$ cat src/hdl/atp_pkg.sv
// ----------------------------------------------------------------------------
// atp_pkg
// Shared widths, fixed-point constants and the pipeline side-band type for
// the four-quadrant arctangent pipeline.
// ----------------------------------------------------------------------------
package atp_pkg;

    localparam int INPUT_WIDTH     = 16;
    localparam int ANGLE_FRAC_BITS = 13;
    localparam int ANGLE_WIDTH     = ANGLE_FRAC_BITS + 3;

    localparam int RATIO_FRAC = 16;
    localparam int COEF_FRAC  = 30;

    // magnitude of the most negative input needs the full input width
    localparam int MAG_W   = INPUT_WIDTH;
    localparam int NUM_W   = INPUT_WIDTH + RATIO_FRAC;
    localparam int RATIO_W = RATIO_FRAC + 1;
    localparam int SQ_W    = 2 * RATIO_W;

    localparam int DIV_STAGES = RATIO_W;

    localparam int ACC_W  = COEF_FRAC + 2;
    localparam int PROD_W = ACC_W + RATIO_W + 1;
    localparam int T_W    = COEF_FRAC + 4;

    localparam int POLY_TERMS   = 7;
    localparam int HORNER_STEPS = POLY_TERMS - 1;

    localparam int ROUND_SHIFT = COEF_FRAC - ANGLE_FRAC_BITS;

    localparam logic signed [ACC_W-1:0] POLY_COEF [0:POLY_TERMS-1] = '{
        ACC_W'(64'sd7744777),
        ACC_W'(-64'sd37645046),
        ACC_W'(64'sd87698811),
        ACC_W'(-64'sd143609290),
        ACC_W'(64'sd213208227),
        ACC_W'(-64'sd357824448),
        ACC_W'(64'sd1073741824)
    };

    localparam longint PI_Q30_L      = 64'sd3373259426;
    localparam longint HALF_PI_Q30_L = 64'sd1686629713;

    localparam logic signed [T_W-1:0] PI_Q30      = T_W'(PI_Q30_L);
    localparam logic signed [T_W-1:0] HALF_PI_Q30 = T_W'(HALF_PI_Q30_L);

    // pi at the output scale, used for range checks
    localparam int ANGLE_PI =
        int'((PI_Q30_L + (64'sd1 <<< (ROUND_SHIFT - 1))) >>> ROUND_SHIFT);

    typedef struct packed {
        logic ybig;
        logic xneg;
        logic yneg;
        logic zero;
    } side_t;

endpackage

$ cat src/hdl/atp_back.sv
// ----------------------------------------------------------------------------
// atp_back
// Four stages: scale the polynomial by the ratio, round to the base angle,
// reflect into the octant and quadrant, then round and apply the sign.
// ----------------------------------------------------------------------------
module atp_back import atp_pkg::*;
(
    input  logic                    clk,
    input  logic                    rst_n,
    input  logic                    en,
    input  logic                    v_in,
    input  side_t                   side_in,
    input  logic [RATIO_W-1:0]      r_in,
    input  logic signed [ACC_W-1:0] acc_in,
    output logic                    v_out,
    output logic [ANGLE_WIDTH-1:0]  angle_out
);

    logic [3:0]               v_reg;
    side_t                    side1_reg;
    side_t                    side2_reg;
    side_t                    side3_reg;
    logic signed [PROD_W-1:0] tp_reg;
    logic signed [T_W-1:0]    t_reg;
    logic signed [T_W-1:0]    tr_reg;
    logic [ANGLE_WIDTH-1:0]   angle_reg;

    logic signed [PROD_W-1:0] tp_next;
    logic signed [PROD_W-1:0] trnd_c;
    logic signed [T_W-1:0]    t_next;
    logic signed [T_W-1:0]    oct_c;
    logic signed [T_W-1:0]    quad_c;
    logic signed [T_W-1:0]    tr_next;
    logic [T_W-1:0]           mrnd_c;
    logic [ANGLE_WIDTH-1:0]   mag_c;
    logic [ANGLE_WIDTH-1:0]   angle_next;

    assign tp_next = PROD_W'(acc_in) * PROD_W'($signed({1'b0, r_in}));

    always_comb
    begin
        trnd_c = tp_reg + PROD_W'(2 ** (RATIO_FRAC - 1));
        t_next = $signed(trnd_c[RATIO_FRAC +: T_W]);

        oct_c   = side2_reg.ybig ? (HALF_PI_Q30 - t_reg) : t_reg;
        quad_c  = side2_reg.xneg ? (PI_Q30 - oct_c) : oct_c;
        tr_next = quad_c[T_W-1] ? '0 : quad_c;

        mrnd_c = T_W'(tr_reg) + T_W'(2 ** (ROUND_SHIFT - 1));
        mag_c  = mrnd_c[ROUND_SHIFT +: ANGLE_WIDTH];
        if (side3_reg.zero)
        begin
            angle_next = '0;
        end
        else if (side3_reg.yneg)
        begin
            angle_next = ~mag_c + 1'b1;
        end
        else
        begin
            angle_next = mag_c;
        end
    end

    always_ff @(posedge clk or negedge rst_n)
    begin
        if (!rst_n)
        begin
            v_reg <= '0;
        end
        else if (en)
        begin
            v_reg <= {v_reg[2:0], v_in};
        end
    end

    always_ff @(posedge clk)
    begin
        if (en)
        begin
            side1_reg <= side_in;
            side2_reg <= side1_reg;
            side3_reg <= side2_reg;
            tp_reg    <= tp_next;
            t_reg     <= t_next;
            tr_reg    <= tr_next;
            angle_reg <= angle_next;
        end
    end

    assign v_out     = v_reg[3];
    assign angle_out = angle_reg;

endmodule

$ cat config.mk
export PLATFORM = sky130hd
export DESIGN_NAME = atp_back
export DESIGN_NICKNAME = d
export VERILOG_FILES = /design/src/hdl/atp_pkg.sv /design/src/hdl/atp_back.sv
export SDC_FILE = /design/constraint.sdc
export NUM_CORES = 2
export LEC_CHECK = 0
export BUFFER_PORTS_ARGS = -buffer_cell sky130_fd_sc_hd__buf_4
export CAP_MARGIN = 0
export CORE_ASPECT_RATIO = 0.6
export CORE_MARGIN = 2
export CORE_UTILIZATION = 50
export DETAILED_ROUTE_END_ITERATION = 16
export GPL_ROUTABILITY_DRIVEN = 0
export PLACE_DENSITY = 0.66
export SLEW_MARGIN = 20
export SYNTH_ARGS = -nofsm -noshare
export SYNTH_HDL_FRONTEND = slang
export SYNTH_SLANG_ARGS = --single-unit
$ cat constraint.sdc
create_clock -name clk -period 5.6 [get_ports clk]
set_clock_uncertainty 0.05 [all_clocks]
set_input_delay 1.12 -clock clk [delete_from_list [all_inputs] [get_ports clk]]
set_output_delay 1.12 -clock clk [all_outputs]
set_load 0.1 [all_outputs]
==> flow_summary.json <==
{
  "status": "finished with violations",
  "violations": "setup timing",
  "clk_pin_slew_ps": 60,
  "synth-seq-cells": 116,
  "holdPathEnd": "side2_reg[0]",
  "start_util_pct": 51.1,
  "grt_pass1_wl_um": 111000,
  "synth_edf_count": 112,
  "drt_iter0_drc": 1391,
  "path_class": "input pin to flop",
  "synth_xor_area_share_pct": 4.64,
  "antenna_found_initial": 0,
  "hp-start": "side1_reg[0]",
  "io_buffers": 73,
  "yosys_warnings": 0,
  "post-route-min-period_ps": 6610,
  "cp.arrival_ps": 6730,
  "synth_top_family_by_area": "adder cells",
  "rows": 63,
  "drive_above_1_share_pct": 18.9,
  "mostFrequentLayoutCells": "inv_1, fa_1, buf_4",
  "synth_area_leaders": "fa_1, edfxtp_1, inv_1, and2_1, ha_1",
  "crit_path_cell_trace": "buf_4, and2_4, fa_1, inv_2, fa_1, inv_2, fa_2, fa_2, fa_1, inv_1, fa_1, inv_1, ha_2, a21o_1, a211oi_2, o21bai_1, a21o_1, a41o_1, a211oi_2, nor3_2, a211o_1, a21oi_2, xnor2_1",
  "dpl.hpwl_um": 56900,
  "fp.coreArea_mm2": 0.0498,
  "finalHoldViolCount": 0,
  "num_antenna_cells": 0,
  "synth_nets": 3436,
  "die-area_mm2": 0.0528,
  "r2r_start": "t_reg[2]",
  "place_area_mm2": 0.0288,
  "synth.mux.area_fraction_pct": 0.177,
  "cts_tree": "done",
  "syn_area_mm2": 0.0255,
  "synth_compound_area_share_pct": 5.73,
  "htreeDepth": 4,
  "cpLargestDelayFamily": "adder cells",
  "maxCapViolations": 0,
  "die_w_um": 295,
  "synth_seq_area_share_pct": 13.6,
  "crit_top_cell": "fa_1",
  "whs_ps": 379,
  "viasPerCell": 5.22,
  "setup_ws_ps": -1010,
  "finalCritPeriodShare_pct": 118,
  "wl_um": 67300,
  "ios": 74,
  "worstPathRequired_ps": 5720,
  "final_common_cell": "inv_1",
  "drt-pass1-iter-count": 5,
  "fillers": 4208,
  "drc_errors": 0,
  "reg2regPathDepth": 13,
  "syn2layout_area_growth_pct": 18.9,
  "cts-root-buf": "clkbuf_16",
  "nets": 3700,
  "fin_area_mm2": 0.0303,
  "crit_fanout": 8,
  "yosys_most_used_dff": "edfxtp_1",
  "netlist.area_leader.share_pct": 40.8,
  "largest_reg_flops": 35,
  "place_ws_ps": -1660,
  "vias": 19300,
  "worst_skew_pair.late_latency_ps": 420,
  "hold_class": "flop to flop",
  "grt_pass1_vias": 20500,
  "rsz0062_at_grt": "true",
  "cts_made_buffers": 17,
  "critPathLaunchType": "input pin",
  "worst-r2r-setup-slack_ps": 1230,
  "synthArstFlopShare_pct": 3.45,
  "synthDistinctLibCells": 76,
  "clock.fmax_mhz": 151,
  "synthSimpleGateAreaFrac_pct": 17.9,
  "die_y_um": 179,
  "syn_area_per_cell_um2": 9.29,
  "multi_input_area_mm2": 0.0198,
  "slowest_stage": "fa_2",
  "post_drt_wl_per_cell_um": 18.2,
  "yosys.area.top_type": "fa_1",
  "synthAdderAreaFrac_pct": 46.7,
  "worst_pin_slew_ps": 989,
  "crit_path_end_kind": "flop",
  "grt_max_degree": 78,
  "cts_hold_buf": 0,
  "setup_viol": 35,
  "slowest_delay_ps": 560,
  "grt_usage_pct": 27.0,
  "drv_slew": 0,
  "whs_path_depth": 0,
  "worst-path-buf-inv": 5,
  "relSlewSlack_pct": 34.1,
  "cts.sinks": 116,
  "finalSetupTns_ps": -25850,
  "grt-ovfl-total": 0,
  "cts_buffer_depth": 2,
  "antenna_left": 0,
  "regArea_mm2": 0.00346,
  "r2r_end": "tr_reg[26]",
  "syn_inst": 2740
}
## what timing repair did
item,in CTS,in global routing
setup endpoints to repair,35,35
gates resized for setup,108,55
cloned,2,0
buffers inserted,34,7
endpoints found under the hold margin,0,0
pin swaps,56,64
## cells by family after synthesis
logic type      Yosys count
simple gates            878
buf+inv                 757
fa+ha+maj               639
compound gates          212
xor+xnor                134
flops                   116
mux                       4
## area by class of cell
cell class	instances	share of cell area, %
Clock buffer	17	1.41
Multi-Input combinational cell	1867	65.5
Tap cell	682	2.82
Timing Repair Buffer	354	10.1
Clock inverter	15	0.637
Sequential cell	116	11.4
Inverter	648	8.04
## Yosys cell counts (all sizes together) (11+ instances only)
cell type / instances
inv: 648
fa: 519
and2: 318
nand2: 298
ha: 120
edfxtp: 112
clkbuf: 103
xnor2: 96
nor2: 88
a21oi: 54
nand3: 46
o21ai: 38
xor2: 38
nor3: 28
nand4: 21
a21o: 20
and3: 20
a211oi: 13
nor2b: 13
a31oi: 11
## worst reg2reg max path, delay by kind of cell (launching register included)
family                   cells  cell delay (ps)
AO/OA/AOI/OAI                6             1870
adder cells (fa/ha/maj)      1              290
buffers and inverters        2              430
flip-flops                   1              510
AND/OR/NAND/NOR              4              980
## metal layers
metal / wire length [µm] / GRT usage [%]
met1: 33000 / 42.2
met2: 27000 / 38.0
met3: 6920 / 8.05
met4: 323 / 2.90
met5: 0 / 0
## through the flow
stage	instances	utilization, %
finish	3699	60.8
CTS	3701	60.3
global placement	3638	57.8
global route	3699	60.8
detailed placement	3638	57.8
floorplan	2740	-
## how the worst max path moves through the flow
| stage | slack (ps) | cells past startpoint | endpoint | start |
|---|---|---|---|---|
| after floorplan | -1060 | 24 | tp_reg[49] | r_in[9] |
| after global placement | -1490 | 24 | tp_reg[49] | r_in[6] |
| after detailed placement | -1660 | 24 | tp_reg[49] | r_in[6] |
| after CTS | -1010 | 24 | tp_reg[49] | r_in[6] |
| after global routing | -1240 | 24 | tp_reg[49] | r_in[6] |
| final | -1010 | 23 | tp_reg[49] | r_in[4] |
Power is not shown: default switching activity piles up to over one toggle a cycle in this logic, so the estimate is an artifact.
