**src/hdl/atp_pkg.sv**
```systemverilog
// ----------------------------------------------------------------------------
// atp_pkg
// Shared widths, fixed-point constants and the pipeline side-band type for
// the four-quadrant arctangent pipeline.
// ----------------------------------------------------------------------------
package atp_pkg;

    localparam int INPUT_WIDTH     = 16;
    localparam int ANGLE_FRAC_BITS = 13;
    localparam int ANGLE_WIDTH     = ANGLE_FRAC_BITS + 3;

    localparam int RATIO_FRAC = 16;
    localparam int COEF_FRAC  = 30;

    // magnitude of the most negative input needs the full input width
    localparam int MAG_W   = INPUT_WIDTH;
    localparam int NUM_W   = INPUT_WIDTH + RATIO_FRAC;
    localparam int RATIO_W = RATIO_FRAC + 1;
    localparam int SQ_W    = 2 * RATIO_W;

    localparam int DIV_STAGES = RATIO_W;

    localparam int ACC_W  = COEF_FRAC + 2;
    localparam int PROD_W = ACC_W + RATIO_W + 1;
    localparam int T_W    = COEF_FRAC + 4;

    localparam int POLY_TERMS   = 7;
    localparam int HORNER_STEPS = POLY_TERMS - 1;

    localparam int ROUND_SHIFT = COEF_FRAC - ANGLE_FRAC_BITS;

    localparam logic signed [ACC_W-1:0] POLY_COEF [0:POLY_TERMS-1] = '{
        ACC_W'(64'sd7744777),
        ACC_W'(-64'sd37645046),
        ACC_W'(64'sd87698811),
        ACC_W'(-64'sd143609290),
        ACC_W'(64'sd213208227),
        ACC_W'(-64'sd357824448),
        ACC_W'(64'sd1073741824)
    };

    localparam longint PI_Q30_L      = 64'sd3373259426;
    localparam longint HALF_PI_Q30_L = 64'sd1686629713;

    localparam logic signed [T_W-1:0] PI_Q30      = T_W'(PI_Q30_L);
    localparam logic signed [T_W-1:0] HALF_PI_Q30 = T_W'(HALF_PI_Q30_L);

    // pi at the output scale, used for range checks
    localparam int ANGLE_PI =
        int'((PI_Q30_L + (64'sd1 <<< (ROUND_SHIFT - 1))) >>> ROUND_SHIFT);

    typedef struct packed {
        logic ybig;
        logic xneg;
        logic yneg;
        logic zero;
    } side_t;

endpackage

```
**src/hdl/atp_front.sv**
```systemverilog
// ----------------------------------------------------------------------------
// atp_front
// Two pipeline stages: absolute values, then ordering of the magnitudes and
// forming of the rounded dividend and divisor for the ratio.
// ----------------------------------------------------------------------------
module atp_front import atp_pkg::*;
(
    input  logic                   clk,
    input  logic                   rst_n,
    input  logic                   en,
    input  logic                   v_in,
    input  logic [INPUT_WIDTH-1:0] x_coord,
    input  logic [INPUT_WIDTH-1:0] y_coord,
    output logic                   v_out,
    output side_t                  side_out,
    output logic [NUM_W-1:0]       num_out,
    output logic [MAG_W-1:0]       den_out
);

    logic             v1_reg;
    logic [MAG_W-1:0] ax_reg;
    logic [MAG_W-1:0] ay_reg;
    logic             xneg_reg;
    logic             yneg_reg;
    logic [MAG_W-1:0] ax_next;
    logic [MAG_W-1:0] ay_next;

    logic             v2_reg;
    side_t            side_reg;
    logic [NUM_W-1:0] num_reg;
    logic [MAG_W-1:0] den_reg;
    side_t            side_next;
    logic [NUM_W-1:0] num_next;
    logic [MAG_W-1:0] mx_c;
    logic [MAG_W-1:0] mn_c;

    // exact magnitude: the most negative code maps to its unsigned value
    assign ax_next = x_coord[INPUT_WIDTH-1] ? MAG_W'(~x_coord + 1'b1) : MAG_W'(x_coord);
    assign ay_next = y_coord[INPUT_WIDTH-1] ? MAG_W'(~y_coord + 1'b1) : MAG_W'(y_coord);

    always_comb
    begin
        side_next.ybig = ay_reg > ax_reg;
        side_next.xneg = xneg_reg;
        side_next.yneg = yneg_reg;
        mx_c           = side_next.ybig ? ay_reg : ax_reg;
        mn_c           = side_next.ybig ? ax_reg : ay_reg;
        side_next.zero = (mx_c == '0);
        // add half the divisor so that truncating division rounds halves up
        num_next       = NUM_W'({mn_c, {RATIO_FRAC{1'b0}}}) + NUM_W'(mx_c >> 1);
    end

    always_ff @(posedge clk or negedge rst_n)
    begin
        if (!rst_n)
        begin
            v1_reg <= 1'b0;
            v2_reg <= 1'b0;
        end
        else if (en)
        begin
            v1_reg <= v_in;
            v2_reg <= v1_reg;
        end
    end

    always_ff @(posedge clk)
    begin
        if (en)
        begin
            ax_reg   <= ax_next;
            ay_reg   <= ay_next;
            xneg_reg <= x_coord[INPUT_WIDTH-1];
            yneg_reg <= y_coord[INPUT_WIDTH-1];
            side_reg <= side_next;
            num_reg  <= num_next;
            den_reg  <= mx_c;
        end
    end

    assign v_out    = v2_reg;
    assign side_out = side_reg;
    assign num_out  = num_reg;
    assign den_out  = den_reg;

endmodule

```
**config.mk**
```make
export PLATFORM = sky130hd
export DESIGN_NAME = atp_front
export DESIGN_NICKNAME = d
export VERILOG_FILES = /design/src/hdl/atp_pkg.sv /design/src/hdl/atp_front.sv
export SDC_FILE = /design/constraint.sdc
export NUM_CORES = 1
export LEC_CHECK = 0
export BUFFER_PORTS_ARGS = -buffer_cell sky130_fd_sc_hd__buf_4
export CAP_MARGIN = 20
export CORE_UTILIZATION = 45
export DETAILED_ROUTE_END_ITERATION = 6
export PLACE_DENSITY = 0.69
export SLEW_MARGIN = 20
export SYNTH_ARGS = -nofsm -noshare
export SYNTH_HDL_FRONTEND = slang
export SYNTH_SLANG_ARGS = --single-unit
```
**constraint.sdc**
```tcl
create_clock -name clk -period 3 [get_ports clk]
set_input_delay 0.3 -clock clk [delete_from_list [all_inputs] [get_ports clk]]
set_output_delay 0.3 -clock clk [all_outputs]
set_load 0.01 [all_outputs]
```
==> flow_metrics.tcl <==
set metrics [dict create \
    holdPathEnd "ay_reg[0]" \
    crit_type "flip-flop to flip-flop" \
    io_pins 89 \
    clockBufferDepth 2 \
    globalRouteMet1Util_pct 22.31 \
    hold_violations 0 \
    async_flop_share_pct 2.778 \
    r2r_slack_ps 430 \
    cp.required_ps 3090 \
    clk_latency_ps 340 \
    start_util_pct 47.54 \
    finalCriticalPeriod_ps 2569 \
    worst_slack_ps 431.3 \
    rows 32 \
    cts_max_level 3 \
    dpl_worst_slack_ps 449.6 \
    ant_nets 0 \
    min_path_cells 1 \
    vias 2426 \
    die_h_um 93.29 \
    synth.distinct_cells 36 \
    cts_sinks 72 \
    syn_area_per_cell_um2 13.54 \
    min-delay-start "y_coord[0]" \
    p_per_area_mw_per_mm2 585.6 \
    drc_errors 0 \
    arrival_ps 2660 \
    grt_pass1_wl_mm 11.21 \
    r2r_cells 6 \
    finalSetupViolCount 0 \
    grtUsageMet2_pct 27.76 \
    portBuffers 87 \
    fill_cells 620 \
    ir_drop_v 0.0002574 \
    finClkSkew_ps 7.537 \
    fmax_mhz 389.3 \
    cp_max_fo 23 \
    synthFlopType "edfxtp_1" \
    p_leak_nw 1.824 \
    coreArea_mm2 0.007888 \
    post_drt_wl_per_cell_um 14.70 \
    switching_share_pct 25.10 \
    fp.dieW_um 93.29 \
    rsz0062_at_grt "false" \
    setup_tns_ps 0 \
    drt_iter0_markers 135 \
    firstDrtPassIters 4 \
    syn_to_final_growth_pct 24.06 \
    seq_power_share_pct 48.8 \
    largest_reg_flops 17 \
    post_cts_resized 0 \
    antenna_found_initial 0 \
    grtUsageTotal_pct 17.19 \
    dp.final_hpwl_mm 5.112 \
    status "finished, final reports clean" \
    syn-instance-count 277 \
    p_int_w 0.002040 \
    syn-num-nets 331 \
    die-area_mm2 0.008702 \
    final_nets 411 \
    reg2reg_to "num_out[25]" \
    end_kind "flip-flop" \
    yosysSeqAreaShare_pct 57.39 \
    grt_pass1_vias 2395 \
    comb_power_share_pct 19.9 \
    worstSetupStartpointType "flip-flop" \
    ys_warn_count 0 \
    clkPwrFrac_pct 31.3 \
    synth-seq-cells 72 \
    maxCapViolations 0 \
    met3_usage_pct 3.740 \
    finalMaxSlewViolations 0 \
    drive_above_1_share_pct 40.88 \
    clk_pin_slew_ps 80 \
    worst_slew_pin_slew_ps 868.2 \
    cts_buffers 9 \
    n_antenna_cell 0 \
    grt_max_degree 73 \
    max_slew_margin_pct 42.12 \
    wl_mm 6.822 \
    synth_edf_count 70 \
    cts_tree "done" \
    rr_startpoint "ay_reg[13]" \
    grt_overflow_total 0 \
    top_usage_layer "met2" \
    gp_congestion 0.7949 \
    p_switching_w 0.0006837 \
    period_share_pct 85.62 \
    cts-root-buf "clkbuf_8" \
    vias_per_cell 5.228 \
    hp-class "input port to flip-flop" \
    synthesis.area_mm2 0.003750 \
]
metal layers:
metal / share of wire [%] / up-vias
li1: - / 1193
met2: 48 / 79
met4: 0.98 / 0
met1: 45 / 1143
met3: 5.8 / 11
met5: 0 / -
area by class of cell:
class | count | area (µm²) | area share (%)
multi-input cells | 163 | 1385 | 29.77
clock buffers | 10 | 137.6 | 2.959
flip-flops and latches | 72 | 2152 | 46.26
inverters | 21 | 78.83 | 1.694
repair buffers | 90 | 678.2 | 14.58
well taps | 102 | 127.6 | 2.743
clock inverters | 6 | 92.59 | 1.990
how the worst max path moves through the flow:
stage                        endpoint  cells past startpoint  startpoint  slack, ps
final                     num_out[25]                      6  ay_reg[13]        430
after global routing      num_out[24]                      6  ay_reg[13]        310
after CTS                 num_out[25]                      6  ay_reg[13]        430
after detailed placement  num_out[25]                      6  ay_reg[15]        450
after global placement    num_out[27]                      6  ay_reg[14]        500
after floorplan           den_out[10]                      7   ay_reg[1]        570
cells in the mapped netlist (2+ instances only):
cell / number / share of area (%)
nand4_1: 6 / 1.0
ha_1: 18 / 6.0
a21oi_1: 5 / 0.67
buf_2: 3 / 0.40
inv_1: 21 / 2.1
o21ai_0: 9 / 1.2
dfrtp_1: 2 / 1.3
or3_1: 2 / 0.33
nor4_1: 10 / 1.7
nor2_1: 2 / 0.20
a21o_1: 2 / 0.40
or4_1: 3 / 0.60
edfxtp_1: 70 / 56
or2_2: 3 / 0.50
buf_4: 16 / 3.2
o31ai_1: 9 / 1.8
xnor2_1: 26 / 6.1
mux2_2: 34 / 10
o41ai_1: 3 / 0.70
nand2_1: 14 / 1.4
nand2b_1: 2 / 0.33
or4_4: 2 / 0.60
clkbuf_1: 2 / 0.20
repair_timing:
| action | in CTS | in global routing |
|---|---|---|
| hold buffers | 1 | 0 |
| setup buffers | 0 | 0 |
| hold endpoints to repair | 2 | 0 |
through the flow:
| stage | instances | hold slack [ps] | instance area [µm²] | total power, W | util [%] |
|---|---|---|---|---|---|
| floorplan | 277 | 4.409 | 3750 | 0.001657 | - |
| global placement | 447 | 82.08 | 4412 | 0.001879 | 55.93 |
| detailed placement | 447 | 85.22 | 4412 | 0.001893 | 55.93 |
| CTS | 464 | 141.3 | 4652 | 0.002747 | 58.98 |
| global route | 464 | 139.8 | 4652 | 0.002849 | 58.98 |
| finish | 464 | 151.4 | 4652 | 0.002724 | 58.98 |
power by group through the flow:
stage          Sequential (W)  Clock (W)  Combinational [W]
6_report              0.00133   0.000854           0.000541
5_1_grt               0.00135   0.000907           0.000595
3_3_place_gp          0.00135          0           0.000530
2_1_floorplan         0.00136          0           0.000300
3_5_place_dp          0.00135          0           0.000541
4_1_cts               0.00133   0.000871           0.000545
critical path: stages, from the launching register on:
cell and delay (ps):
edfxtp_1 460, ha_1 350, nand4_1 170, a2111o_1 460, a31oi_4 170, buf_4 310, mux2_2 380
kinds of logic after synthesis:
group	share of synthesized area (%)
buffers and inverters	5.906
muxes	10.48
other	0.1000
xor gates and xnor gates	6.073
AOI/OAI and AO/OA	5.972
and+or+nand+nor	8.075
adders and majority gates	6.006
DFF	57.39
placed cells by master (no fill, tap or decap), drive strengths merged, types with 2 or more instances in the layout:
| cell | instances |
|---|---|
| or2 | 3 |
| bufinv | 2 |
| o31ai | 9 |
| nand2b | 2 |
| clkbuf | 10 |
| nand2 | 14 |
| ha | 18 |
| or3 | 4 |
| xnor2 | 26 |
| clkinvlp | 2 |
| o41ai | 3 |
| nor4b | 2 |
| inv | 21 |
| mux2 | 34 |
| dfrtp | 2 |
| nand4 | 6 |
| a21o | 2 |
| nor4 | 10 |
| buf | 89 |
| nor2 | 2 |
| o21ai | 10 |
| or4 | 5 |
| clkinv | 2 |
| a21oi | 5 |
| edfxtp | 70 |
(Power assumes the default switching activity.)
