## src/hdl/atp_pkg.sv

```systemverilog
// ----------------------------------------------------------------------------
// atp_pkg
// Shared widths, fixed-point constants and the pipeline side-band type for
// the four-quadrant arctangent pipeline.
// ----------------------------------------------------------------------------
package atp_pkg;

    localparam int INPUT_WIDTH     = 16;
    localparam int ANGLE_FRAC_BITS = 13;
    localparam int ANGLE_WIDTH     = ANGLE_FRAC_BITS + 3;

    localparam int RATIO_FRAC = 16;
    localparam int COEF_FRAC  = 30;

    // magnitude of the most negative input needs the full input width
    localparam int MAG_W   = INPUT_WIDTH;
    localparam int NUM_W   = INPUT_WIDTH + RATIO_FRAC;
    localparam int RATIO_W = RATIO_FRAC + 1;
    localparam int SQ_W    = 2 * RATIO_W;

    localparam int DIV_STAGES = RATIO_W;

    localparam int ACC_W  = COEF_FRAC + 2;
    localparam int PROD_W = ACC_W + RATIO_W + 1;
    localparam int T_W    = COEF_FRAC + 4;

    localparam int POLY_TERMS   = 7;
    localparam int HORNER_STEPS = POLY_TERMS - 1;

    localparam int ROUND_SHIFT = COEF_FRAC - ANGLE_FRAC_BITS;

    localparam logic signed [ACC_W-1:0] POLY_COEF [0:POLY_TERMS-1] = '{
        ACC_W'(64'sd7744777),
        ACC_W'(-64'sd37645046),
        ACC_W'(64'sd87698811),
        ACC_W'(-64'sd143609290),
        ACC_W'(64'sd213208227),
        ACC_W'(-64'sd357824448),
        ACC_W'(64'sd1073741824)
    };

    localparam longint PI_Q30_L      = 64'sd3373259426;
    localparam longint HALF_PI_Q30_L = 64'sd1686629713;

    localparam logic signed [T_W-1:0] PI_Q30      = T_W'(PI_Q30_L);
    localparam logic signed [T_W-1:0] HALF_PI_Q30 = T_W'(HALF_PI_Q30_L);

    // pi at the output scale, used for range checks
    localparam int ANGLE_PI =
        int'((PI_Q30_L + (64'sd1 <<< (ROUND_SHIFT - 1))) >>> ROUND_SHIFT);

    typedef struct packed {
        logic ybig;
        logic xneg;
        logic yneg;
        logic zero;
    } side_t;

endpackage

```

## src/hdl/atp_div_stage.sv

```systemverilog
// ----------------------------------------------------------------------------
// atp_div_stage
// One registered step of the restoring divider: one quotient bit per stage.
// The low word shifts dividend bits out and quotient bits in.
// ----------------------------------------------------------------------------
module atp_div_stage import atp_pkg::*;
(
    input  logic               clk,
    input  logic               rst_n,
    input  logic               en,
    input  logic               v_in,
    input  side_t              side_in,
    input  logic [MAG_W-1:0]   den_in,
    input  logic [MAG_W-1:0]   rem_in,
    input  logic [RATIO_W-1:0] quo_in,
    output logic               v_out,
    output side_t              side_out,
    output logic [MAG_W-1:0]   den_out,
    output logic [MAG_W-1:0]   rem_out,
    output logic [RATIO_W-1:0] quo_out
);

    logic               v_reg;
    side_t              side_reg;
    logic [MAG_W-1:0]   den_reg;
    logic [MAG_W-1:0]   rem_reg;
    logic [RATIO_W-1:0] quo_reg;

    logic [MAG_W:0]     shifted_c;
    logic [MAG_W:0]     diff_c;
    logic               ge_c;
    logic [MAG_W-1:0]   rem_next;
    logic [RATIO_W-1:0] quo_next;

    always_comb
    begin
        shifted_c = {rem_in, quo_in[RATIO_W-1]};
        diff_c    = shifted_c - {1'b0, den_in};
        ge_c      = shifted_c >= {1'b0, den_in};
        rem_next  = ge_c ? diff_c[MAG_W-1:0] : shifted_c[MAG_W-1:0];
        quo_next  = {quo_in[RATIO_W-2:0], ge_c};
    end

    always_ff @(posedge clk or negedge rst_n)
    begin
        if (!rst_n)
        begin
            v_reg <= 1'b0;
        end
        else if (en)
        begin
            v_reg <= v_in;
        end
    end

    always_ff @(posedge clk)
    begin
        if (en)
        begin
            side_reg <= side_in;
            den_reg  <= den_in;
            rem_reg  <= rem_next;
            quo_reg  <= quo_next;
        end
    end

    assign v_out    = v_reg;
    assign side_out = side_reg;
    assign den_out  = den_reg;
    assign rem_out  = rem_reg;
    assign quo_out  = quo_reg;

endmodule

```

## config.mk

```make
export PLATFORM = sky130hd
export DESIGN_NAME = atp_div_stage
export DESIGN_NICKNAME = d
export VERILOG_FILES = /design/src/hdl/atp_pkg.sv /design/src/hdl/atp_div_stage.sv
export SDC_FILE = /design/constraint.sdc
export NUM_CORES = 1
export LEC_CHECK = 0
export BUFFER_PORTS_ARGS = -buffer_cell sky130_fd_sc_hd__buf_4
export CELL_PAD_IN_SITES_DETAIL_PLACEMENT = 1
export CELL_PAD_IN_SITES_GLOBAL_PLACEMENT = 1
export CORE_MARGIN = 2
export CORE_UTILIZATION = 42
export CTS_BUF_LIST = sky130_fd_sc_hd__clkbuf_8
export DETAILED_ROUTE_END_ITERATION = 10
export PLACE_DENSITY_LB_ADDON = 0.1
export REMOVE_ABC_BUFFERS = 1
export SLEW_MARGIN = 20
export SYNTH_ARGS = -nofsm -noshare
export SYNTH_HDL_FRONTEND = slang
export SYNTH_SLANG_ARGS = --single-unit
```

## constraint.sdc

```tcl
create_clock -name clk -period 1.86 [get_ports clk]
set_input_delay 0.186 -clock clk [delete_from_list [all_inputs] [get_ports clk]]
set_output_delay 0.186 -clock clk [all_outputs]
set_load 0.1 [all_outputs]
```

==> metrics.md, run 1 <==
| Metric | Value |
|---|---|
| Gate Count Post-Synth | between 200 and 250 |
| Worst Slack Setup Final | -0.1583 ns |
| Die area | roughly 7300 µm² |
| Synth Area in Simple Gates | about 6.3% |
| Final slew viol count | 0 |
| Routed Antenna Nets | 0 |
| Largest family of logic cells by synthesized area | compound AO/OA/AOI/OAI gates |
| Xor/xnor cell area share of the yosys netlist | about 3.8% |
| Area contributors post-synth | edfxtp_1 57%, ha_1 7.2%, mux2_4 4.3% |
| Largest net degree at the start of global routing | 31 |
| Clk_skew | 0 ns |
| Unrepaired setup endpoints after global routing | yes |
| Initial antenna violation count | 0 |
| Worst hold-check path type | in2reg |
| Drt wl/cell | 24.63 µm |
| Highest clock rate | around 500 MHz |
| Inserted Clock Buffers | 5 |
| Initial Util | a little over two fifths |
| Crit path required time | between 1.5 and 2 ns |
| Pleak | between 2 and 2.5 nW |
| Final GP Congestion | slightly above 0.9 |
| Synth cell count leaders | 53 x edfxtp_1, 24 x inv_1, 16 x ha_1 |
| Via count | approximately 2,600 |
| Detailed-route wire length | around 11,000 µm |
| Clk buf depth | 2 |
| CP max-delay cell | ha_1 |
| HPWL after detailed placement | 6375 µm |
| Clk slew on worst S/H paths | 0.10 ns |
| Top-area cell type share of the netlist area | between 50% and 60% |
| GR Util All Layers | between 20% and 30% |
| Die Y | roughly 86 µm |
| Final Cycle Share | 108.5% |
| Final Hold Fails | 0 |
| Failing checks | setup timing |
| Port Buf Inserts | 110 |
| ANT cells | 0 |
| Leading area contributor after synthesis | edfxtp_1 |
| Crit Path Category | in2reg |
| Synth Area in Compound Gates | a little under an eighth |
| Primary FF master, synth | edfxtp_1 |
| Layout Utilization | between 70% and 80% |
| Seq/Total Area, Yosys | 57.89% |
| Max_slew headroom | between 70% and 80% |
| Vias in the first global route | ~2,700 |
| Total overflow reported by the global router | 0 |
| Clk sinks | 54 |
| Yosys synthesis warning count | 0 |
| CP Capture Type | register |
| FP Rows | 29 |
| Ys async rst share | between 1.5 and 2% |
| Startpoint types | input pin |
| Hold WS | 0.03527 ns |
| Worst Path Max Fanout | 7 |
| Setup TNS | -1.769 ns |
| Fillers | 623 |
| Area grow syn2layout | 61.96% |
| Root Buffer | clkbuf_8 |
| Status | finished with violations |
| CORE AREA | roughly 6400 µm² |
| Seq cells post-synth | 54 |
| EDFF count, synth | 53 |
| First-pass GRT wire length | about 14,000 µm |
| Post-Synth Adder-Cell Area | 7.885% |
| CP Cell Sequence | buf_4, inv_1, ha_1, a21oi_1, o21ai_0, a31oi_4, o21a_4, inv_8, mux2_4 |
| I/O pin total | around 110 |
| DRC errors left | 0 |
| DR vias/cell | 5.659 |
| Top-count cell post-synth | edfxtp_1 |
| Final Critical Period | between 2 and 2.5 ns |
| Post-Syn Area | approximately 2800 µm² |
| VDD IR-drop max | roughly 0.00064 V |
| Pre-CTS setup slack | -0.6737 ns |
| Multiplexer area fraction after synthesis | under 10% |
| # setup viols final | 16 |
| Synth cell types | between 40 and 50 |
| Max incr delay on CP | approximately 0.36 ns |
| CTS tree | yes |
| DR iter-0 viols | between 150 and 200 |
| DR pass1 iterations | 5 |
| Worst slew pin tran | ~0.43 ns |
| Total chip power | between 4 and 5 mW |
| Cell area power density | between 900 and 1000 nW/µm² |
| Syn_area_per_cell | about 13 µm² |
| Crit path DAT | around 2.1 ns |
| Width of the die | between 80 and 90 µm |
| Clock latency on the worst-skew pair | a little over 0.3 ns |
| CTS H-tree depth | 2 |
| Max-cap violations | 0 |
| Fin nets | 454 |
| Fraction of layout cells with a size suffix above 1 | between 50 and 60% |
==> logic make-up after synthesis <==
group / after synthesis
AOI/OAI and AO/OA: 45
xor gates and xnor gates: 12
adders and majority gates: 17
buffers and inverters: 31
DFF: 54
muxes: 16
and+or+nand+nor: 36
==> worst paths after layout <==
| path | startpoint | to | slack (ns) | cells after the start |
|---|---|---|---|---|
| setup / recovery | den_in[12] | rem_out[7]$_DFFE_PP_ | -0.16 | 9 |
| hold / removal | quo_in[4] | quo_out[5]$_DFFE_PP_ | 0.04 | 1 |
| setup reg to reg | v_out$_DFFE_PN0P_ | v_out$_DFFE_PN0P_ | 1.11 | 1 |
| hold reg to reg | v_out$_DFFE_PN0P_ | v_out$_DFFE_PN0P_ | 0.53 | 1 |
| max in group asynchronous | rst_n | v_out$_DFFE_PN0P_ | 1.61 | 2 |
| min in group asynchronous | rst_n | v_out$_DFFE_PN0P_ | 0.17 | 2 |
==> worst max-delay path, delay by kind of cell <==
kind / cells / cell delay [ns]
adder cells (fa/ha/maj): 1 / 0.36
buffers and inverters: 3 / 0.21
multiplexers: 1 / 0.31
AO/OA/AOI/OAI: 4 / 1.01
==> state kept, by name, summed over array words and instances, names as in the netlist <==
name      count
quo_out      17
den_out      16
rem_out      16
side_out      4
v_out         1
==> metal layers <==
layer | track usage (%) | up-vias | part of all wire (%)
met3 | 4.909 | 38 | 7.7
li1 | - | 1119 | -
met5 | 0 | - | 0
met2 | 47.02 | 150 | 51
met4 | 9.812 | 0 | 4.4
met1 | 30.11 | 1285 | 37
==> cell type report <==
cell class	count	area [µm²]	share of cell area (%)
inverters	25	103.9	2.296
clock inverters	3	41.29	0.9129
repair buffers	167	1267	28.02
multi-input cells	126	1320	29.18
well taps	77	96.34	2.130
flip-flops and latches	54	1617	35.74
repair inverters	1	8.758	0.1936
clock buffers	5	68.82	1.521
==> report_power, final <==
group | internal [mW] | leakage, nW | switching [mW] | total (mW)
clock | 0.398 | 0.0556 | 0.449 | 0.847
combinational | 0.624 | 1.45 | 1.38 | 2.01
sequential | 1.49 | 0.531 | 0.0451 | 1.53
==> what timing repair did <==
action	CTS	global route
setup endpoints to repair	16	16
hold endpoints to repair	1	0
hold buffers	1	0
pin swaps	11	11
gates cloned	1	0
buffers inserted	1	4
gates resized for setup	37	16
==> layout by cell type (no fill, tap or decap), drive strengths merged, types with 5 or more instances in the layout <==
cell type	count
mux2	13
nand2	13
nor2	9
clkbuf	5
buf	166
o21ai	9
inv	27
xnor2	8
a21oi	10
ha	16
edfxtp	53
==> through the flow <==
step | area [µm²] | cells
4_1_cts | 4397 | 454
2_1_floorplan | 2746 | 205
6_report | 4523 | 458
3_3_place_gp | 4051 | 443
5_1_grt | 4523 | 458
3_5_place_dp | 4051 | 443
(Power assumes the default switching activity.)
==> run 2, diff against run 1 <==
PLACE_DENSITY = 0.95   (was not set)
PLACE_DENSITY_LB_ADDON = not set   (was 0.1)
==> run 2 against run 1 <==
- the run still ends with setup timing left
- critical path depth unchanged
- count of clock-buffer cells in the layout unchanged
- first-iteration DRC count grew 88%
- critical path type unchanged
- sequential power hardly changed
- clock skew is the same
- non-clock buffer count is 5 higher
- sequential cell count is the same
==> metrics.md, run 2 (synthesis gave the netlist of run 1 again) <==
| Metric | Value |
|---|---|
| Area grow syn2layout | 68.19% |
| CORE AREA | 6386 µm² (unchanged) |
| Cell area power density | 972.6 nW/µm² (+0.31%) |
| P_sw | 2.009 mW (+7.1%) |
| Worst Slack Setup Final | -0.2027 ns (-0.04438 ns) |
| CTS tree | yes |
| Worst Hold Path EP | quo_out[13]$_DFFE_PP_ |
| Width of the die | 85.54 µm (unchanged) |
| Crit Path Category | in2reg |
| Placed cell count | 438 (-1.1%) |
| Clock share of power | 18.7% (-0.6 points) |
| Multi-input logic area | 1385 µm² (+4.9%) |
| R2R cell count | 1 (unchanged) |
| Clk slew on worst S/H paths | 0.11 ns (about the same) |
| Die area | 7317 µm² (unchanged) |
| FF-to-FF End | v_out$_DFFE_PN0P_ |
| Port Buf Inserts | 110 (unchanged) |
| R2R Path Start | v_out$_DFFE_PN0P_ |
| CTS H-tree depth | 2 (unchanged) |
| Clock latency on the worst-skew pair | 0.32 ns (about the same) |
| Worst hold-check path type | in2reg |
| Commonest non-fill, non-tap cell in the layout | buf_4 |
| Drt wl/cell | 32.36 µm (+31%) |
| Final Hold Fails | 0 (unchanged) |
| Highest clock rate | 484.8 MHz (-2.2%) |
| Initial Util | 43.73% (unchanged) |
| VDD IR-drop max | 0.0006755 V (+5.9%) |
| DR vias/cell | 6.268 (+11%) |
| I/O pin total | 111 (unchanged) |
| Unrepaired setup endpoints after global routing | yes |
| Fin nets | 459 (+1.1%) |
| DR pass1 iterations | 6 (+1) |
| # setup viols final | 16 (unchanged) |
| Hold WS | 0.02821 ns (-0.007064 ns) |
| Status | finished with violations |
| Routed Antenna Nets | 0 (unchanged) |
| Logic pwr share | 47.3% (+1.6 points) |
| Startpoint types | input pin |
| Crit path DAT | 2.14 ns (+0.05 ns) |
| Commonest non-fill, non-tap cells in the layout | 157 x buf_4, 53 x edfxtp_1, 18 x inv_1, 13 x ha_4 |
| Min-delay src | quo_in[12] |
| Final slew viol count | 0 (unchanged) |
| FP Rows | 29 (unchanged) |
| Final Cycle Share | 110.9% (+2.4 points) |
| Max reg flops | 17 (unchanged) |
| Die Y | 85.54 µm (unchanged) |
| Via count | 2,902 (+12%) |
| Worst Path Max Fanout | 7 (unchanged) |
| Fraction of layout cells with a size suffix above 1 | 63.47% (+4.7 points) |
| Final Critical Period | 2.063 ns (+0.04438 ns) |
| GR Util All Layers | 34.58% (+8.7 points) |
| First-pass GRT wire length | 18,370 µm (+27%) |
| Clk buf depth | 2 (unchanged) |
| Failing checks | setup timing |
| Detailed-route wire length | 14,980 µm (+33%) |
| Clk sinks | 54 (unchanged) |
| Max_slew headroom | 71.16% (-0.39 points) |
| Net Sw Frac | 43.97% (+1.2 points) |
| DR iter-0 viols | 329 (+88%) |
| Worst reg2reg setup slack | 1.07 ns (-0.04 ns) |
| Finished Cell Area | 4697 µm² (+3.8%) |
| Initial antenna violation count | 0 (unchanged) |
| Worst slew pin tran | 0.4281 ns (+0.001385 ns) |
| Inserted Clock Buffers | 5 (unchanged) |
| Final GP Congestion | 0.8216 (-9.4%) |
| Max-cap violations | 0 (unchanged) |
| DRC errors left | 0 (unchanged) |
| Register area | 1617 µm² (unchanged) |
| Seq pwr share | 34.0% (-1.0 points) |
| Layout Utilization | 73.55% (+2.7 points) |
| Largest net degree at the start of global routing | 29 (-6.5%) |
| Crit path required time | 1.94 ns (about the same) |
| ANT cells | 0 (unchanged) |
| Final cell count without fillers | 463 (+1.1%) |
| Fillers | 608 (-2.4%) |
| Root Buffer | clkbuf_8 |
| DP Area | 4026 µm² (-0.62%) |
| Int Pwr | 2.560 mW (+2.0%) |
| Clk_skew | 0 ns (unchanged) |
| Pleak | 2.082 nW (+2.2%) |
| CP Capture Type | register |
| Vias in the first global route | 2,962 (+8.6%) |
| Hold depth | 1 (unchanged) |
| HPWL after detailed placement | 7468 µm (+17%) |
| Total overflow reported by the global router | 0 (unchanged) |
## run 2: cell types whose count changed in the layout (fill, tap and decap cells not counted), moves of 3 or more
| cell | before | now |
|---|---|---|
| buf_4 | 163 | 157 |
| buf_6 | 3 | 10 |
| a21oi_1 | 8 | 5 |
| a21oi_2 | 2 | 5 |
| inv_4 | 1 | 5 |
| inv_1 | 23 | 18 |
| o21ai_0 | 7 | 4 |
| buf_8 | 0 | 3 |
## run 2: repair_timing
action,CTS,global route
endpoints found under the setup margin,16,16
buffers inserted,11,4
hold buffers,1,0
cloned,1,0
hold endpoints to repair,1,0
gates resized for setup,78,17
pin swaps,21,5
## run 2: metrics by stage
step                      setup slack (ns)  TNS [ns]  power [mW]
after floorplan                    -0.4131    -5.253       2.796
after global placement             -0.5509    -7.618       3.271
final                              -0.2027    -2.619       4.568
after CTS                         -0.04914   -0.3929       4.341
after detailed placement           -0.7525    -10.71       3.355
after global routing               -0.2268    -3.028       4.615
## run 2: power by group through the flow
| stage | clock [mW] | sequential [mW] | combinational (mW) |
|---|---|---|---|
| floorplan | 0 | 2.45 | 0.349 |
| global placement | 0 | 1.55 | 1.72 |
| finish | 0.854 | 1.55 | 2.16 |
| global route | 0.867 | 1.56 | 2.19 |
| detailed placement | 0 | 1.56 | 1.79 |
| CTS | 0.817 | 1.54 | 1.99 |
## run 2: layout make-up
| type | instances | share of cell area [%] |
|---|---|---|
| flip-flops and latches | 54 | 34.42 |
| multi-input cells | 126 | 29.49 |
| repair buffers | 172 | 29.09 |
| inverters | 25 | 2.424 |
| well taps | 77 | 2.051 |
| clock buffers | 5 | 1.465 |
| clock inverters | 3 | 0.8791 |
| repair inverters | 1 | 0.1865 |
## run 2: worst max path at each step
stage,from,endpoint,slack [ns],cells after the start
final,den_in[15],rem_out[10]$_DFFE_PP_,-0.20,9
after global routing,den_in[14],rem_out[1]$_DFFE_PP_,-0.23,11
after CTS,den_in[14],rem_out[10]$_DFFE_PP_,-0.05,10
after detailed placement,den_in[3],rem_out[4]$_DFFE_PP_,-0.75,10
after global placement,den_in[3],rem_out[4]$_DFFE_PP_,-0.55,10
after floorplan,den_in[14],rem_out[10]$_DFFE_PP_,-0.41,9
## run 2: layer usage
layer	share of wire, %	GRT usage (%)
met1	36	39.70
met2	49	61.22
met3	8.7	6.256
met4	5.8	18.33
met5	0	0
## run 2: worst max-delay path, cell delays in order
cell,delay [ns]
buf_4,0.12
inv_1,0.11
ha_4,0.23
a211o_1,0.33
a41o_1,0.28
a31oi_4,0.21
o21a_4,0.26
inv_8,0.08
mux2_4,0.32
==> run 3, diff against run 2 <==
SETUP_SLACK_MARGIN = 0.05   (was not set)
==> run 3 against run 2 <==
- the run still ends with setup timing left
- global-route usage grew 2.8 points
- count of clock-buffer cells in the layout stayed put
- design area increased by 0.53%
- die area did not move
- non-clock buffer count did not move
- clock power grew 0.7%
- critical path depth grew 1
- first-iteration DRC count fell by 0.91%
- sequential power about the same
- sequential share of layout area fell by 0.18 points
- power up 0.57%
- critical path type unchanged
==> metrics.md, run 3 (synthesis gave the netlist of run 1 again) <==
| Metric | Value |
|---|---|
| Area grow syn2layout | 69.09% |
| Commonest non-fill, non-tap cell in the layout | buf_4 |
| Initial antenna violation count | 0 (unchanged) |
| Clk slew on worst S/H paths | 0.12 ns (about the same) |
| Total overflow reported by the global router | 0 (unchanged) |
| Root Buffer | clkbuf_8 |
| CORE AREA | 6386 µm² (unchanged) |
| DR vias/cell | 6.305 (+0.59%) |
| Clk sinks | 54 (unchanged) |
| Routed Antenna Nets | 0 (unchanged) |
| Clk_skew | 0 ns (unchanged) |
| CP Capture Type | register |
| Failing checks | setup timing |
| Port Buf Inserts | 110 (unchanged) |
| Max reg flops | 17 (unchanged) |
| Max_slew headroom | 70.40% (-0.75 points) |
| CTS H-tree depth | 2 (unchanged) |
| Min-delay src | quo_in[1] |
| Worst slew pin tran | 0.4393 ns (+0.01115 ns) |
| Crit path required time | 1.94 ns (about the same) |
| R2R cell count | 1 (unchanged) |
| Detailed-route wire length | 15,020 µm (+0.26%) |
| Final GP Congestion | 0.8216 (unchanged) |
| Highest clock rate | 474.7 MHz (-2.1%) |
| Final Hold Fails | 0 (unchanged) |
| Worst reg2reg setup slack | 0.99 ns (-0.08 ns) |
| CP max-delay cell | mux2_4 |
| Status | finished with violations |
| Worst Hold Path EP | quo_out[2]$_DFFE_PP_ |
| ANT cells | 0 (unchanged) |
| VDD IR-drop max | 0.0007401 V (+9.6%) |
| Pleak | 2.091 nW (+0.41%) |
| Finished Cell Area | 4722 µm² (+0.53%) |
| Final slew viol count | 0 (unchanged) |
| DR pass1 iterations | 5 (-1) |
| Drt wl/cell | 32.45 µm (+0.26%) |
| Crit path buffers/inverters | 3 (unchanged) |
| Cell area power density | 973.0 nW/µm² (about the same) |
| Inserted Clock Buffers | 5 (unchanged) |
| Family with the most delay on the worst path | compound AO/OA/AOI/OAI gates |
| Fraction of layout cells with a size suffix above 1 | 64.25% (+0.78 points) |
| Max incr delay on CP | 0.32 ns (about the same) |
| Worst Slack Setup Final | -0.2465 ns (-0.04378 ns) |
| Setup TNS | -3.087 ns (-0.4684 ns) |
| Final Cycle Share | 113.3% (+2.4 points) |
| Die area | 7317 µm² (unchanged) |
| R2R Path Start | v_out$_DFFE_PN0P_ |
| Crit path DAT | 2.18 ns (+0.04 ns) |
| Clock latency on the worst-skew pair | 0.33 ns (about the same) |
| Commonest non-fill, non-tap cells in the layout | 155 x buf_4, 53 x edfxtp_1, 17 x inv_1, 13 x ha_4 |
| Max-cap violations | 0 (unchanged) |
| CTS tree | yes |
| Clk buf depth | 2 (unchanged) |
| Vias in the first global route | 3,054 (+3.1%) |
| Startpoint types | input pin |
| First-pass GRT wire length | 19,890 µm (+8.3%) |
| Worst Path Max Fanout | 7 (unchanged) |
| Unrepaired setup endpoints after global routing | yes |
| Initial Util | 43.73% (unchanged) |
| FF-to-FF End | v_out$_DFFE_PN0P_ |
| Fin nets | 459 (unchanged) |
| HPWL after detailed placement | 7468 µm (unchanged) |
| Worst hold-check path type | in2reg |
| CP Cell Sequence | buf_8, inv_4, ha_4, a21o_1, a211o_1, a41o_1, a31oi_4, o21a_4, inv_8, mux2_4 |
| Via count | 2,919 (+0.59%) |
| GR Util All Layers | 37.43% (+2.8 points) |
| Crit Path Category | in2reg |
| DR iter-0 viols | 326 (-0.91%) |
| DP Area | 4026 µm² (unchanged) |
| # setup viols final | 16 (unchanged) |
| DRC errors left | 0 (unchanged) |
| Hold depth | 1 (unchanged) |
| FP Rows | 29 (unchanged) |
| Die Y | 85.54 µm (unchanged) |
| Largest net degree at the start of global routing | 29 (unchanged) |
| Width of the die | 85.54 µm (unchanged) |
| I/O pin total | 111 (unchanged) |
| Final Critical Period | 2.106 ns (+0.04378 ns) |
## run 3: cell counts in the layout (fill, tap and decap cells not counted)
No cell type changed its count.
## run 3: worst max path at each step
| stage | from | cells after the start | end |
|---|---|---|---|
| floorplan | den_in[14] | 9 | rem_out[10]$_DFFE_PP_ |
| global placement | den_in[3] | 10 | rem_out[4]$_DFFE_PP_ |
| detailed placement | den_in[3] | 10 | rem_out[4]$_DFFE_PP_ |
| CTS | den_in[14] | 10 | rem_out[10]$_DFFE_PP_ |
| global route | den_in[14] | 10 | rem_out[10]$_DFFE_PP_ |
| finish | den_in[14] | 10 | rem_out[10]$_DFFE_PP_ |
## run 3: final cells by class
cell class                 instances  area, µm²
clock buffer                       5      68.82
clock inverter                     3      41.29
fill                             584       1664
inverter                          25      113.9
multi-input combinational        126       1396
sequential                        54       1617
tap                               77      96.34
timing repair buffer             172       1378
timing repair inverter             1      11.26
## run 3: power breakdown
part           internal (mW)  leakage (nW)  switching [mW]
combinational          0.684          1.50            1.50
clock                  0.398        0.0556           0.462
sequential              1.49         0.531          0.0605
total                   2.57          2.09            2.02
## run 3: layer usage
layer  vias to the layer above  track usage [%]  part of all wire (%)
li1                       1133                -                     -
met1                      1402            44.59                    35
met2                       276            66.05                    48
met3                       108            6.449                   9.0
met4                         0            17.03                   7.5
met5                         -                0                     0
## run 3: what timing repair did
item / CTS / global route
cloned: 1 / 0
setup endpoints to repair: 17 / 16
hold buffers: 1 / 0
endpoints found under the hold margin: 1 / 0
buffers inserted: 11 / 5
gates resized for setup: 81 / 23
pin swaps: 24 / 13
## run 3: metrics by stage
stage	hold slack, ns	std cells	util (%)	power, mW	setup WS (ns)
5_1_grt	0.01796	463	73.94	4.661	-0.2594
3_3_place_gp	-0.03918	438	63.05	3.271	-0.5509
3_5_place_dp	-0.02886	438	63.05	3.355	-0.7525
4_1_cts	0.04167	459	72.06	4.343	-0.04914
2_1_floorplan	-0.1096	205	-	2.796	-0.4131
6_report	0.02032	463	73.94	4.595	-0.2465
